==> config.mk <==
export PLATFORM = sky130hd
export DESIGN_NAME = laser_scan_wander_avoider
export DESIGN_NICKNAME = d
export VERILOG_FILES = /design/src/lswa_pkg.sv /design/src/laser_scan_wander_avoider.sv /design/src/lswa_fifo.sv /design/src/lswa_front.sv /design/src/lswa_back.sv
export SDC_FILE = /design/constraint.sdc
export NUM_CORES = 1
export LEC_CHECK = 0
export ABC_CLOCK_PERIOD_IN_PS = 12650
export BUFFER_PORTS_ARGS = -buffer_cell sky130_fd_sc_hd__buf_2
export CAP_MARGIN = 40
export CORE_ASPECT_RATIO = 1.75
export CORE_MARGIN = 3
export CORE_UTILIZATION = 41
export DETAILED_ROUTE_END_ITERATION = 8
export GPL_TIMING_DRIVEN = 0
export SLEW_MARGIN = 20
export SYNTH_ARGS = -nofsm -noshare
export SYNTH_HDL_FRONTEND = slang
export SYNTH_SLANG_ARGS = --single-unit
==> constraint.sdc <==
create_clock -name clk -period 12.65 [get_ports clk]
set_clock_uncertainty 0.05 [all_clocks]
set_input_delay 0.6325 -clock clk [delete_from_list [all_inputs] [get_ports clk]]
set_output_delay 0.6325 -clock clk [all_outputs]
set_load 0.01 [all_outputs]
==> src/lswa_pkg.sv <==
// ----------------------------------------------------------------------------
// lswa_pkg
// widths, register codes, reset values and shared types of the wander avoider
// ----------------------------------------------------------------------------
package lswa_pkg;

  localparam int INDEX_BITS_DEF = 12;
  localparam int RANGE_BITS_DEF = 16;
  localparam int QUEUE_DEPTH    = 2;

  localparam int SCAN_BITS     = 12;
  localparam int THR_BITS      = 16;
  localparam int DUR_BITS      = 8;
  localparam int SPEED_BITS    = 16;
  localparam int RATE_BITS     = 15;
  localparam int TURN_BITS     = 16;
  localparam int CNT_BITS      = 9;
  localparam int LFSR_BITS     = 16;
  localparam int CFG_IDX_BITS  = 3;
  localparam int CFG_DATA_BITS = 16;

  localparam logic [CFG_IDX_BITS-1:0] CFG_SCAN_LENGTH     = 3'd0;
  localparam logic [CFG_IDX_BITS-1:0] CFG_FRONT_THRESHOLD = 3'd1;
  localparam logic [CFG_IDX_BITS-1:0] CFG_STOP_THRESHOLD  = 3'd2;
  localparam logic [CFG_IDX_BITS-1:0] CFG_AVOID_DURATION  = 3'd3;
  localparam logic [CFG_IDX_BITS-1:0] CFG_CRUISE_SPEED    = 3'd4;
  localparam logic [CFG_IDX_BITS-1:0] CFG_AVOID_SPEED     = 3'd5;
  localparam logic [CFG_IDX_BITS-1:0] CFG_AVOID_TURN_RATE = 3'd6;

  localparam int SCAN_LENGTH_RST = 361;
  localparam logic [SCAN_BITS-1:0] LAST_IDX_RST = SCAN_BITS'(SCAN_LENGTH_RST - 1);
  localparam logic [SCAN_BITS-1:0] THIRD_RST    = SCAN_BITS'(SCAN_LENGTH_RST / 3);
  localparam logic [SCAN_BITS-1:0] UPPER_RST    =
    SCAN_BITS'(SCAN_LENGTH_RST - SCAN_LENGTH_RST / 3);
  localparam logic [SCAN_BITS-1:0] HALF_RST     = SCAN_BITS'(SCAN_LENGTH_RST / 2);

  localparam logic [THR_BITS-1:0]   FRONT_THR_RST   = 16'd2000;
  localparam logic [THR_BITS-1:0]   STOP_THR_RST    = 16'd100;
  localparam logic [DUR_BITS-1:0]   AVOID_DUR_RST   = 8'd5;
  localparam logic [SPEED_BITS-1:0] CRUISE_SPD_RST  = 16'd100;
  localparam logic [SPEED_BITS-1:0] AVOID_SPD_RST   = 16'd20;
  localparam logic [RATE_BITS-1:0]  TURN_RATE_RST   = 15'd500;
  localparam logic [CNT_BITS-1:0]   AVOID_CNT_RST   = 9'd4;
  localparam logic [LFSR_BITS-1:0]  LFSR_RST        = 16'hACE1;

  // floor(n/3) by reciprocal multiply, then one correction step
  localparam int DIV3_SHIFT = SCAN_BITS + 2;
  localparam int DIV3_MUL_BITS = SCAN_BITS + 1;
  localparam logic [DIV3_MUL_BITS-1:0] DIV3_MUL = DIV3_MUL_BITS'((1 << DIV3_SHIFT) / 3);

  typedef struct packed {
    logic [SCAN_BITS-1:0] last_idx;
    logic [SCAN_BITS-1:0] third;
    logic [SCAN_BITS-1:0] upper;
    logic [SCAN_BITS-1:0] half;
    logic [THR_BITS-1:0]  front_thr;
    logic [THR_BITS-1:0]  stop_thr;
  } scan_cfg_t;

  typedef struct packed {
    logic [DUR_BITS-1:0]   dur;
    logic [SPEED_BITS-1:0] cruise_speed;
    logic [SPEED_BITS-1:0] avoid_speed;
    logic [RATE_BITS-1:0]  turn_rate;
  } drive_cfg_t;

  function automatic logic [LFSR_BITS-1:0] lfsr_next(input logic [LFSR_BITS-1:0] v);
    logic fb;
    fb = v[0] ^ v[2] ^ v[3] ^ v[5];
    return {fb, v[LFSR_BITS-1:1]};
  endfunction

endpackage

==> src/laser_scan_wander_avoider.sv <==
// ----------------------------------------------------------------------------
// laser_scan_wander_avoider
// wander controller: per-scan obstacle summary and random-length avoidance turns
// throughput: one range item per clock unless a full queue holds a scan's last item;
// the command of a scan is registered through the summary queue and the output, and
// a new episode first runs the 16-step modulo, so scans shorter than it can stall input
// reset: registers to defaults, scan cleared, avoid count 4, lfsr 0xace1
// ----------------------------------------------------------------------------
module laser_scan_wander_avoider #(
  parameter int INDEX_BITS = lswa_pkg::INDEX_BITS_DEF,
  parameter int RANGE_BITS = lswa_pkg::RANGE_BITS_DEF
) (
  input  logic                                    clk,
  input  logic                                    rst,
  input  logic                                    cfg_wen,
  input  logic [lswa_pkg::CFG_IDX_BITS-1:0]       cfg_index,
  input  logic [lswa_pkg::CFG_DATA_BITS-1:0]      cfg_data,
  input  logic                                    in_valid,
  output logic                                    in_ready,
  input  logic [RANGE_BITS-1:0]                   range_mm,
  output logic                                    out_valid,
  input  logic                                    out_ready,
  output logic [lswa_pkg::SPEED_BITS-1:0]         linear_speed,
  output logic signed [lswa_pkg::TURN_BITS-1:0]   turn_rate,
  output logic                                    avoiding,
  output logic                                    stopped,
  output logic [lswa_pkg::CNT_BITS-1:0]           avoid_remaining
);

  localparam int SB = lswa_pkg::SCAN_BITS;
  localparam int QW = 2 * RANGE_BITS + 2;
  localparam int PB = SB + lswa_pkg::DIV3_MUL_BITS;

  lswa_pkg::scan_cfg_t  scfg;
  lswa_pkg::drive_cfg_t dcfg;

  logic [SB-1:0] n_wr;
  logic [PB-1:0] n_prod;
  logic [SB-1:0] q3_est;
  logic [SB-1:0] q3_rem;
  logic [SB-1:0] q3;

  logic          q_push;
  logic          q_pop;
  logic          q_full;
  logic          q_valid;
  logic [QW-1:0] q_in;
  logic [QW-1:0] q_head;

  // scan geometry worked out when the length is written
  assign n_wr   = (cfg_data[SB-1:0] == '0) ? SB'(1) : cfg_data[SB-1:0];
  assign n_prod = PB'(n_wr) * PB'(lswa_pkg::DIV3_MUL);
  assign q3_est = SB'(n_prod >> lswa_pkg::DIV3_SHIFT);
  assign q3_rem = n_wr - ((q3_est << 1) + q3_est);
  assign q3     = (q3_rem >= SB'(3)) ? q3_est + SB'(1) : q3_est;

  always_ff @(posedge clk) begin
    if (rst) begin
      scfg.last_idx     <= lswa_pkg::LAST_IDX_RST;
      scfg.third        <= lswa_pkg::THIRD_RST;
      scfg.upper        <= lswa_pkg::UPPER_RST;
      scfg.half         <= lswa_pkg::HALF_RST;
      scfg.front_thr    <= lswa_pkg::FRONT_THR_RST;
      scfg.stop_thr     <= lswa_pkg::STOP_THR_RST;
      dcfg.dur          <= lswa_pkg::AVOID_DUR_RST;
      dcfg.cruise_speed <= lswa_pkg::CRUISE_SPD_RST;
      dcfg.avoid_speed  <= lswa_pkg::AVOID_SPD_RST;
      dcfg.turn_rate    <= lswa_pkg::TURN_RATE_RST;
    end else if (cfg_wen) begin
      case (cfg_index)
        lswa_pkg::CFG_SCAN_LENGTH: begin
          scfg.last_idx <= n_wr - SB'(1);
          scfg.third    <= q3;
          scfg.upper    <= n_wr - q3;
          scfg.half     <= n_wr >> 1;
        end
        lswa_pkg::CFG_FRONT_THRESHOLD: begin
          scfg.front_thr <= cfg_data;
        end
        lswa_pkg::CFG_STOP_THRESHOLD: begin
          scfg.stop_thr <= cfg_data;
        end
        lswa_pkg::CFG_AVOID_DURATION: begin
          dcfg.dur <= cfg_data[lswa_pkg::DUR_BITS-1:0];
        end
        lswa_pkg::CFG_CRUISE_SPEED: begin
          dcfg.cruise_speed <= cfg_data;
        end
        lswa_pkg::CFG_AVOID_SPEED: begin
          dcfg.avoid_speed <= cfg_data;
        end
        lswa_pkg::CFG_AVOID_TURN_RATE: begin
          dcfg.turn_rate <= cfg_data[lswa_pkg::RATE_BITS-1:0];
        end
        default: begin
        end
      endcase
    end
  end

  lswa_front #(
    .INDEX_BITS (INDEX_BITS),
    .RANGE_BITS (RANGE_BITS)
  ) u_front (
    .clk      (clk),
    .rst      (rst),
    .scfg     (scfg),
    .in_valid (in_valid),
    .in_ready (in_ready),
    .range_mm (range_mm),
    .q_full   (q_full),
    .q_push   (q_push),
    .q_data   (q_in)
  );

  lswa_fifo #(
    .WIDTH (QW),
    .DEPTH (lswa_pkg::QUEUE_DEPTH)
  ) u_queue (
    .clk       (clk),
    .rst       (rst),
    .push      (q_push),
    .push_data (q_in),
    .pop       (q_pop),
    .full      (q_full),
    .not_empty (q_valid),
    .head      (q_head)
  );

  lswa_back #(
    .RANGE_BITS (RANGE_BITS)
  ) u_back (
    .clk             (clk),
    .rst             (rst),
    .dcfg            (dcfg),
    .q_valid         (q_valid),
    .q_data          (q_head),
    .q_pop           (q_pop),
    .out_valid       (out_valid),
    .out_ready       (out_ready),
    .linear_speed    (linear_speed),
    .turn_rate       (turn_rate),
    .avoiding        (avoiding),
    .stopped         (stopped),
    .avoid_remaining (avoid_remaining)
  );

endmodule

==> src/lswa_fifo.sv <==
// ----------------------------------------------------------------------------
// lswa_fifo
// short flop queue carrying scan summaries from the front to the back end
// ----------------------------------------------------------------------------
module lswa_fifo #(
  parameter int WIDTH = 34,
  parameter int DEPTH = lswa_pkg::QUEUE_DEPTH
) (
  input  logic             clk,
  input  logic             rst,
  input  logic             push,
  input  logic [WIDTH-1:0] push_data,
  input  logic             pop,
  output logic             full,
  output logic             not_empty,
  output logic [WIDTH-1:0] head
);

  localparam int PW = (DEPTH > 1) ? $clog2(DEPTH) : 1;
  localparam int CW = $clog2(DEPTH + 1);

  logic [WIDTH-1:0] mem [DEPTH];
  logic [PW-1:0]    wr_ptr;
  logic [PW-1:0]    rd_ptr;
  logic [CW-1:0]    count;

  assign full      = count == CW'(DEPTH);
  assign not_empty = count != '0;
  assign head      = mem[rd_ptr];

  always_ff @(posedge clk) begin
    if (push) begin
      mem[wr_ptr] <= push_data;
    end
  end

  always_ff @(posedge clk) begin
    if (rst) begin
      wr_ptr <= '0;
      rd_ptr <= '0;
      count  <= '0;
    end else begin
      if (push) begin
        wr_ptr <= (wr_ptr == PW'(DEPTH - 1)) ? '0 : wr_ptr + PW'(1);
      end
      if (pop) begin
        rd_ptr <= (rd_ptr == PW'(DEPTH - 1)) ? '0 : rd_ptr + PW'(1);
      end
      if (push && !pop) begin
        count <= count + CW'(1);
      end else if (pop && !push) begin
        count <= count - CW'(1);
      end
    end
  end

endmodule

==> src/lswa_front.sv <==
// ----------------------------------------------------------------------------
// lswa_front
// takes range samples, classifies them by index and folds each scan into a summary
// ----------------------------------------------------------------------------
module lswa_front #(
  parameter int INDEX_BITS = lswa_pkg::INDEX_BITS_DEF,
  parameter int RANGE_BITS = lswa_pkg::RANGE_BITS_DEF
) (
  input  logic                      clk,
  input  logic                      rst,
  input  lswa_pkg::scan_cfg_t       scfg,
  input  logic                      in_valid,
  output logic                      in_ready,
  input  logic [RANGE_BITS-1:0]     range_mm,
  input  logic                      q_full,
  output logic                      q_push,
  output logic [2*RANGE_BITS+1:0]   q_data
);

  localparam int CW = (INDEX_BITS > lswa_pkg::SCAN_BITS) ? INDEX_BITS : lswa_pkg::SCAN_BITS;
  localparam int RW = (RANGE_BITS > lswa_pkg::THR_BITS) ? RANGE_BITS : lswa_pkg::THR_BITS;

  logic [INDEX_BITS-1:0] sample_index;
  logic [RANGE_BITS-1:0] min_left;
  logic [RANGE_BITS-1:0] min_right;
  logic                  obstruction_seen;
  logic                  stop_seen;

  logic [CW-1:0]         idx;
  logic [RW-1:0]         rng;
  logic                  is_last;
  logic                  take;
  logic                  obs_hit;
  logic                  stop_hit;
  logic                  go_left;
  logic [RANGE_BITS-1:0] left_next;
  logic [RANGE_BITS-1:0] right_next;

  assign idx     = CW'(sample_index);
  assign rng     = RW'(range_mm);
  assign is_last = (idx >= CW'(scfg.last_idx)) || (sample_index == '1);
  assign in_ready = !q_full || !is_last;
  assign take    = in_valid && in_ready;

  assign obs_hit  = (idx > CW'(scfg.third)) && (idx < CW'(scfg.upper)) &&
                    (rng < RW'(scfg.front_thr));
  assign stop_hit = rng < RW'(scfg.stop_thr);
  assign go_left  = idx > CW'(scfg.half);

  assign left_next  = (go_left && range_mm < min_left) ? range_mm : min_left;
  assign right_next = (!go_left && range_mm < min_right) ? range_mm : min_right;

  assign q_push = take && is_last;
  assign q_data = {obstruction_seen | obs_hit, stop_seen | stop_hit, left_next, right_next};

  always_ff @(posedge clk) begin
    if (rst) begin
      sample_index     <= '0;
      min_left         <= '1;
      min_right        <= '1;
      obstruction_seen <= 1'b0;
      stop_seen        <= 1'b0;
    end else if (take) begin
      if (is_last) begin
        sample_index     <= '0;
        min_left         <= '1;
        min_right        <= '1;
        obstruction_seen <= 1'b0;
        stop_seen        <= 1'b0;
      end else begin
        sample_index     <= sample_index + INDEX_BITS'(1);
        min_left         <= left_next;
        min_right        <= right_next;
        obstruction_seen <= obstruction_seen | obs_hit;
        stop_seen        <= stop_seen | stop_hit;
      end
    end
  end

endmodule

==> src/lswa_back.sv <==
// ----------------------------------------------------------------------------
// lswa_back
// turns each scan summary into a drive command, with a bit-serial episode length
// ----------------------------------------------------------------------------
module lswa_back #(
  parameter int RANGE_BITS = lswa_pkg::RANGE_BITS_DEF
) (
  input  logic                                 clk,
  input  logic                                 rst,
  input  lswa_pkg::drive_cfg_t                 dcfg,
  input  logic                                 q_valid,
  input  logic [2*RANGE_BITS+1:0]              q_data,
  output logic                                 q_pop,
  output logic                                 out_valid,
  input  logic                                 out_ready,
  output logic [lswa_pkg::SPEED_BITS-1:0]      linear_speed,
  output logic signed [lswa_pkg::TURN_BITS-1:0] turn_rate,
  output logic                                 avoiding,
  output logic                                 stopped,
  output logic [lswa_pkg::CNT_BITS-1:0]        avoid_remaining
);

  localparam int DB = lswa_pkg::DUR_BITS;
  localparam int LB = lswa_pkg::LFSR_BITS;
  localparam int NB = lswa_pkg::CNT_BITS;
  localparam int TB = lswa_pkg::TURN_BITS;
  localparam int SB = $clog2(LB + 1);

  typedef enum logic {B_IDLE, B_DIV} state_t;

  state_t          state;
  logic [NB-1:0]   avoid_counter;
  logic [TB-1:0]   held_turn_rate;
  logic [LB-1:0]   random_lfsr;
  logic [LB-1:0]   dividend;
  logic [DB:0]     rem;
  logic [DB-1:0]   dur;
  logic [SB-1:0]   steps;
  logic            ent_stop;

  logic                  e_obs;
  logic                  e_stop;
  logic [RANGE_BITS-1:0] e_min_left;
  logic [RANGE_BITS-1:0] e_min_right;
  logic                  avoid_now;
  logic                  new_episode;
  logic [DB-1:0]         dur_eff;
  logic [LB-1:0]         lfsr_adv;
  logic [TB-1:0]         turn_new;
  logic [DB:0]           rem_sh;
  logic [DB:0]           rem_nx;
  logic [lswa_pkg::SPEED_BITS-1:0] slow_speed;

  assign {e_obs, e_stop, e_min_left, e_min_right} = q_data;

  assign q_pop       = (state == B_IDLE) && q_valid && (!out_valid || out_ready);
  assign avoid_now   = e_obs || e_stop || (avoid_counter != '0);
  assign new_episode = avoid_now && (avoid_counter == '0);
  assign dur_eff     = (dcfg.dur == '0) ? DB'(1) : dcfg.dur;
  assign lfsr_adv    = lswa_pkg::lfsr_next(random_lfsr);
  assign turn_new    = (e_min_left < e_min_right) ? TB'(0) - TB'(dcfg.turn_rate)
                                                  : TB'(dcfg.turn_rate);
  assign slow_speed  = dcfg.avoid_speed;

  assign rem_sh = {rem[DB-1:0], dividend[LB-1]};
  assign rem_nx = (rem_sh >= {1'b0, dur}) ? rem_sh - {1'b0, dur} : rem_sh;

  always_ff @(posedge clk) begin
    if (rst) begin
      state          <= B_IDLE;
      out_valid      <= 1'b0;
      avoid_counter  <= lswa_pkg::AVOID_CNT_RST;
      held_turn_rate <= '0;
      random_lfsr    <= lswa_pkg::LFSR_RST;
    end else begin
      if (out_valid && out_ready) begin
        out_valid <= 1'b0;
      end
      case (state)
        B_IDLE: begin
          if (q_pop) begin
            ent_stop <= e_stop;
            if (new_episode) begin
              random_lfsr    <= lfsr_adv;
              dividend       <= lfsr_adv;
              rem            <= '0;
              dur            <= dur_eff;
              steps          <= SB'(LB);
              held_turn_rate <= turn_new;
              state          <= B_DIV;
            end else if (avoid_now) begin
              avoid_counter   <= avoid_counter - NB'(1);
              out_valid       <= 1'b1;
              linear_speed    <= e_stop ? '0 : slow_speed;
              turn_rate       <= held_turn_rate;
              avoiding        <= 1'b1;
              stopped         <= e_stop;
              avoid_remaining <= avoid_counter - NB'(1);
            end else begin
              avoid_counter   <= '0;
              held_turn_rate  <= '0;
              out_valid       <= 1'b1;
              linear_speed    <= dcfg.cruise_speed;
              turn_rate       <= '0;
              avoiding        <= 1'b0;
              stopped         <= e_stop;
              avoid_remaining <= '0;
            end
          end
        end
        B_DIV: begin
          rem      <= rem_nx;
          dividend <= {dividend[LB-2:0], 1'b0};
          steps    <= steps - SB'(1);
          if (steps == SB'(1)) begin
            avoid_counter   <= NB'(rem_nx) + NB'(dur) - NB'(1);
            out_valid       <= 1'b1;
            linear_speed    <= ent_stop ? '0 : slow_speed;
            turn_rate       <= held_turn_rate;
            avoiding        <= 1'b1;
            stopped         <= ent_stop;
            avoid_remaining <= NB'(rem_nx) + NB'(dur) - NB'(1);
            state           <= B_IDLE;
          end
        end
        default: begin
          state <= B_IDLE;
        end
      endcase
    end
  end

endmodule

==> flow_summary.json, run 1 <==
{
  "die_h_microns": 315,
  "yosys-top-cells-area": "dfxtp_1, edfxtp_1, ha_1",
  "first_iter_violations": 980,
  "start_util": 0.417,
  "peakVddDrop_mv": 0.407,
  "synth_mux_area_frac": 0.0362,
  "netSwitchingFraction": 0.457,
  "clk_latency_ns": 0.55,
  "die_w_microns": 183,
  "ant_nets": 0,
  "clk_path_buf_depth": 3,
  "io_buffer_count": 74,
  "finalWirelength_microns": 61600,
  "dr.pass1.iters": 5,
  "cpPeakStageDelay_ns": 0.58,
  "p_total_mw": 6.91,
  "dp_slack_ns": -0.487,
  "grt.total_usage": 0.213,
  "grt_pass1_vias": 18200,
  "fmax_mhz": 83.5,
  "fp-row-count": 112,
  "status": "finished clean",
  "synth-seq-area-share": 0.404,
  "synth_enable_flop_cells": 149,
  "worstPathRequired_ns": 13.01,
  "critical_path_class": "in -> reg",
  "synth_flop_cell": "dfxtp_1",
  "worst_pin_slew_ns": 0.920,
  "startpoint_type": "primary input",
  "synth_xor_area_frac": 0.0355,
  "ys_warn_count": 0,
  "cts_setup_buffers": 0,
  "synth_top_area_cell": "dfxtp_1",
  "critPathArrivalTime_ns": 12.33,
  "largest-register": "scfg",
  "syn2layout_area_growth_pct": 12.6,
  "die_area_sq_mm": 0.0576,
  "wl_per_cell_microns": 18.8,
  "gp_congestion": 0.903,
  "drcViolationCount": 0,
  "synthSimpleGateAreaFrac": 0.143,
  "postLayoutCoreUtil": 0.470,
  "post_cts_resized": 0,
  "htree_levels": 2,
  "cts_sinks": 377,
  "cp-end-kind": "flop",
  "final_common_cell": "nand2_1",
  "holdBufCountCts": 0,
  "clock-root-buffer": "clkbuf_16",
  "maxSlewViolCount": 0,
  "clk_pin_slew_ns": 0.07,
  "p_seq_frac": 0.207,
  "final_cell_mix": "nand2_1, inv_1, ha_1",
  "fin_ws_ns": 0.680,
  "p_int_mw": 3.75,
  "reg_top3": "scfg (79), u_queue.mem (68), dcfg (55)",
  "grt_pass1_wl_microns": 96800,
  "synthDistinctLibCells": 78,
  "via_count": 17800,
  "critPathSlowestCell": "fa_1",
  "r2r_cells": 26,
  "holdCritPathClass": "in -> reg",
  "core_sq_mm": 0.0537,
  "leakagePower_nw": 10.8,
  "finalSetupViolCount": 0,
  "antenna_found_initial": 5,
  "timing.final.crit_period_ns": 11.97,
  "post-dp-hpwl_microns": 49000,
  "syn_area_sq_mm": 0.0224,
  "power_density_mw_per_mm2": 274,
  "final_layout_size_suffix_gt1_frac": 0.0883,
  "synth_cells": 2431,
  "largest_reg_flops": 79,
  "grt.overflow.total": 0,
  "synthArstFlopShare": 0,
  "max-cap-violations": 0,
  "period_share": 0.946,
  "via_per_inst": 5.42,
  "synth_compound_area_frac": 0.152,
  "pin_count": 85,
  "slew_headroom": 0.380,
  "synth_top_family_by_area": "adder cells",
  "grt_max_degree": 31,
  "cts_made_buffers": 36,
  "crit_path_frequent_cell": "inv_1",
  "clkPwrFrac": 0.169,
  "p_comb_frac": 0.625,
  "finalNetCount": 2878,
  "hold-path-cell-count": 3,
  "synth_top_area_share": 0.204,
  "synth_nets": 2745,
  "cp_max_fo": 8,
  "cts_tree": "built",
  "finalHoldViolCount": 0,
  "power.switching_mw": 3.16,
  "ys_ff_latch": 377,
  "synth_fa_ha_area_frac": 0.167,
  "syn_avg_cell_area_sq_um": 9.21
}
-- cells by family (layout without fill, tap and decap cells) --
family	after synthesis	count (layout)
AOI/OAI and AO/OA	530	530
xor gates and xnor gates	90	90
other	0	4
adders and majority gates	276	276
and+or+nand+nor	710	710
buffers and inverters	373	534
muxes	75	75
DFF	377	377
-- layout make-up --
type                    count  area [sq um]
diodes                      4          10.0
multi-input cells        1681         12000
fillers                  5173         28500
well taps                 684           856
plain buffers             122           459
clock buffers              50          1050
flip-flops and latches    377          9040
clock inverters            16           229
repair buffers             95           591
inverters                 251           942
-- metal layers --
metal | up-vias | routed length (microns) | global-route usage
li1 | 8694 | - | -
met1 | 8470 | 21900 | 0.215
met2 | 416 | 33200 | 0.410
met3 | 188 | 2200 | 0.0250
met4 | 2 | 4340 | 0.128
met5 | - | 18 | 0
-- stage by stage --
stage	hold WS (ns)	setup TNS [ns]	cells	cell area (sq um)
5_1_grt	0.368	-0.0000870	3277	25200
4_1_cts	0.360	0	3273	25100
3_3_place_gp	0.392	-3.27	3189	23600
3_5_place_dp	0.397	-1.05	3207	23800
2_1_floorplan	0.382	0	2431	22400
6_report	0.378	0	3280	25200
-- cells in the mapped netlist (59+ instances only) --
master      n
clkbuf_1  105
edfxtp_1  149
inv_1     247
a21oi_1   163
nor2_1    144
dfxtp_1   228
o21ai_0   104
xnor2_1    59
nand3_1    61
a21o_1     69
nand2_1   330
ha_1      235
-- worst paths after layout --
| path | slack, ns | startpoint | endpoint |
|---|---|---|---|
| worst max-delay path | 0.68 | cfg_data[6] | scfg[53] |
| worst min-delay path | 0.38 | range_mm[0] | u_front.min_right[0] |
| worst max register to register | 7.07 | u_back.dur[1] | u_back.avoid_counter[8] |
| worst min register to register | 0.40 | scfg[33] | scfg[33] |
-- critical path, delay by kind of cell --
family / cells / cell delay, ns
fa+ha+maj: 10 / 4.13
compound gates: 15 / 3.55
simple gates: 9 / 1.97
buf+inv: 12 / 1.87
xor+xnor: 1 / 0.16
-- power by group through the flow --
stage          Clock, mW  Sequential [mW]  Combinational (mW)
6_report            1.17             1.43                4.32
3_3_place_gp           0             1.45                4.04
5_1_grt             1.23             1.44                4.80
2_1_floorplan          0             1.46                3.10
4_1_cts             1.19             1.43                4.20
3_5_place_dp           0             1.45                4.16
No activity file was read; power rests on OpenSTA's default activity.
==> run 2, diff against run 1 <==
MAX_ROUTING_LAYER = met4   (was not set)
==> run 2 against run 1 <==
Wire length increased by 0.94%. Final cell count hardly changed. Sequential cell count stayed put. Via count about the same. Sequential share of layout area rose by 0.25 points. Hold slack improved by 0.016 ns. Final area fell by 0.69%. Critical endpoint is now scfg[55]. Sequential power barely moved. Clock-buffer cell count up 2.
==> flow_summary.json, run 2 (synthesis gave the netlist of run 1 again) <==
{
  "status": "finished clean",
  "ant_nets": 0,
  "antenna_found_initial": 2,
  "die_area_sq_mm": 0.0576,
  "die_w_microns": 183,
  "via_count": 17800,
  "dpl.cell_count": 3207,
  "timing.final.crit_period_ns": 12.17,
  "via_per_inst": 5.42,
  "slew_headroom": 0.390,
  "dp_slack_ns": -0.307,
  "p_total_mw": 6.85,
  "clk_path_buf_depth": 3,
  "peakVddDrop_mv": 0.725,
  "startpoint_type": "primary input",
  "hold-path-cell-count": 3,
  "r2r-start": "u_back.rem[0]",
  "rsz0062_at_grt": "false",
  "wl_per_cell_microns": 19.0,
  "finalHoldViolCount": 0,
  "leakagePower_nw": 10.7,
  "drcViolationCount": 0,
  "r2r-end": "u_back.avoid_counter[8]",
  "max-cap-violations": 0,
  "final_cell_mix": "nand2_1, inv_1, ha_1",
  "cpPeakStageDelay_ns": 0.69,
  "placed_area_sq_mm": 0.0238,
  "worstHoldEndpoint": "dcfg[40]",
  "power_density_mw_per_mm2": 274,
  "cts_tree": "built",
  "io_buffer_count": 74,
  "r2r_cells": 25,
  "cp-end-kind": "flop",
  "final_common_cell": "nand2_1",
  "holdCritPathClass": "in -> reg",
  "finalNetCount": 2881,
  "maxSlewViolCount": 0,
  "clk_pin_slew_ns": 0.06,
  "worstPathRequired_ns": 13.00,
  "die_h_microns": 315,
  "syn2layout_area_growth_pct": 11.8,
  "reg_top3": "scfg (79), u_queue.mem (68), dcfg (55)",
  "worst_pin_slew_ns": 0.915,
  "fin_cells": 3278,
  "grt.total_usage": 0.220,
  "start_util": 0.417,
  "finalWirelength_microns": 62200,
  "cts_sinks": 377,
  "holdBufCountCts": 0,
  "pin_count": 85,
  "grt.overflow.total": 0,
  "largest_reg_flops": 79,
  "dr.pass1.iters": 7,
  "reg2reg_slack_ns": 7.05,
  "finalSetupViolCount": 0,
  "fmax_mhz": 82.2,
  "cts_made_buffers": 35,
  "post-dp-hpwl_microns": 49500,
  "period_share": 0.962,
  "fin_area_sq_mm": 0.0250,
  "grt_pass1_vias": 18200,
  "critPathSlowestCell": "xor2_1",
  "core_sq_mm": 0.0537,
  "crit_path_frequent_cell": "inv_1",
  "final_layout_size_suffix_gt1_frac": 0.0868,
  "fp-row-count": 112,
  "clk_latency_ns": 0.52,
  "cp_max_fo": 8,
  "htree_levels": 2,
  "critical_path_class": "in -> reg",
  "largest-register": "scfg",
  "min_from": "cfg_data[9]",
  "grt_max_degree": 29,
  "clock-root-buffer": "clkbuf_16",
  "gp_congestion": 0.923,
  "grt_pass1_wl_microns": 97300,
  "first_iter_violations": 1021,
  "setup_tns_ns": 0,
  "critPathArrivalTime_ns": 12.52,
  "fin_ws_ns": 0.483
}
## run 2: cell count changes in the layout (fill, tap and decap cells not counted), sizes merged
cell           previous run  this run
clkinv                   11        10
clkbuf                  156       160
buf                     111       112
diode                     4         2
clkinvlp                  2         1
clkdlybuf4s15             0         1
bufinv                    5         1
## run 2: worst max path at each step
stage | start | end | slack, ns | depth (start not counted)
final | cfg_data[8] | scfg[55] | 0.48 | 45
after global routing | cfg_data[8] | scfg[53] | 0.04 | 47
after CTS | cfg_data[5] | scfg[53] | 0.17 | 46
after detailed placement | cfg_data[5] | scfg[53] | -0.31 | 46
after global placement | cfg_data[8] | scfg[55] | -1.24 | 43
after floorplan | cfg_data[8] | scfg[53] | 1.93 | 45
## run 2: final cells by class
cell class,instances,area (sq um)
diodes,2,5.00
plain buffers,122,463
clock buffers,52,1020
clock inverters,10,80.1
fillers,5227,28600
inverters,251,942
multi-input cells,1681,12000
flip-flops and latches,377,9040
well taps,684,856
repair buffers,99,639
## run 2: layer usage
layer | share of wire | track usage | vias up
li1 | - | - | 8692
met1 | 0.36 | 0.217 | 8527
met2 | 0.55 | 0.421 | 391
met3 | 0.035 | 0.0230 | 156
met4 | 0.058 | 0.109 | 0
met5 | 0 | - | -
## run 2: metrics by stage
| stage | hold slack (ns) | utilization |
|---|---|---|
| floorplan | 0.382 | - |
| global placement | 0.393 | 0.440 |
| detailed placement | 0.397 | 0.444 |
| CTS | 0.371 | 0.465 |
| global route | 0.391 | 0.466 |
| finish | 0.394 | 0.466 |
## run 2: worst max-delay path: cells and delay by family
| kind | cells | cell delay (ns) |
|---|---|---|
| AOI/OAI and AO/OA | 15 | 4.25 |
| xor gates and xnor gates | 2 | 0.87 |
| adders and majority gates | 8 | 3.04 |
| buffers and inverters | 10 | 1.48 |
| muxes | 1 | 0.14 |
| and+or+nand+nor | 9 | 2.07 |
## run 2: report_power, final
group / total [mW] / switching [mW] / leakage [nW] / internal, mW
combinational: 4.38 / 2.66 / 6.94 / 1.72
sequential: 1.43 / 0.0463 / 3.22 / 1.38
clock: 1.04 / 0.459 / 0.542 / 0.581
total: 6.85 / 3.17 / 10.7 / 3.68
## run 2: what timing repair did
item                       in CTS  in global routing
setup buffers                   0                  2
setup endpoints to repair       0                  4
gates resized for setup         0                 10
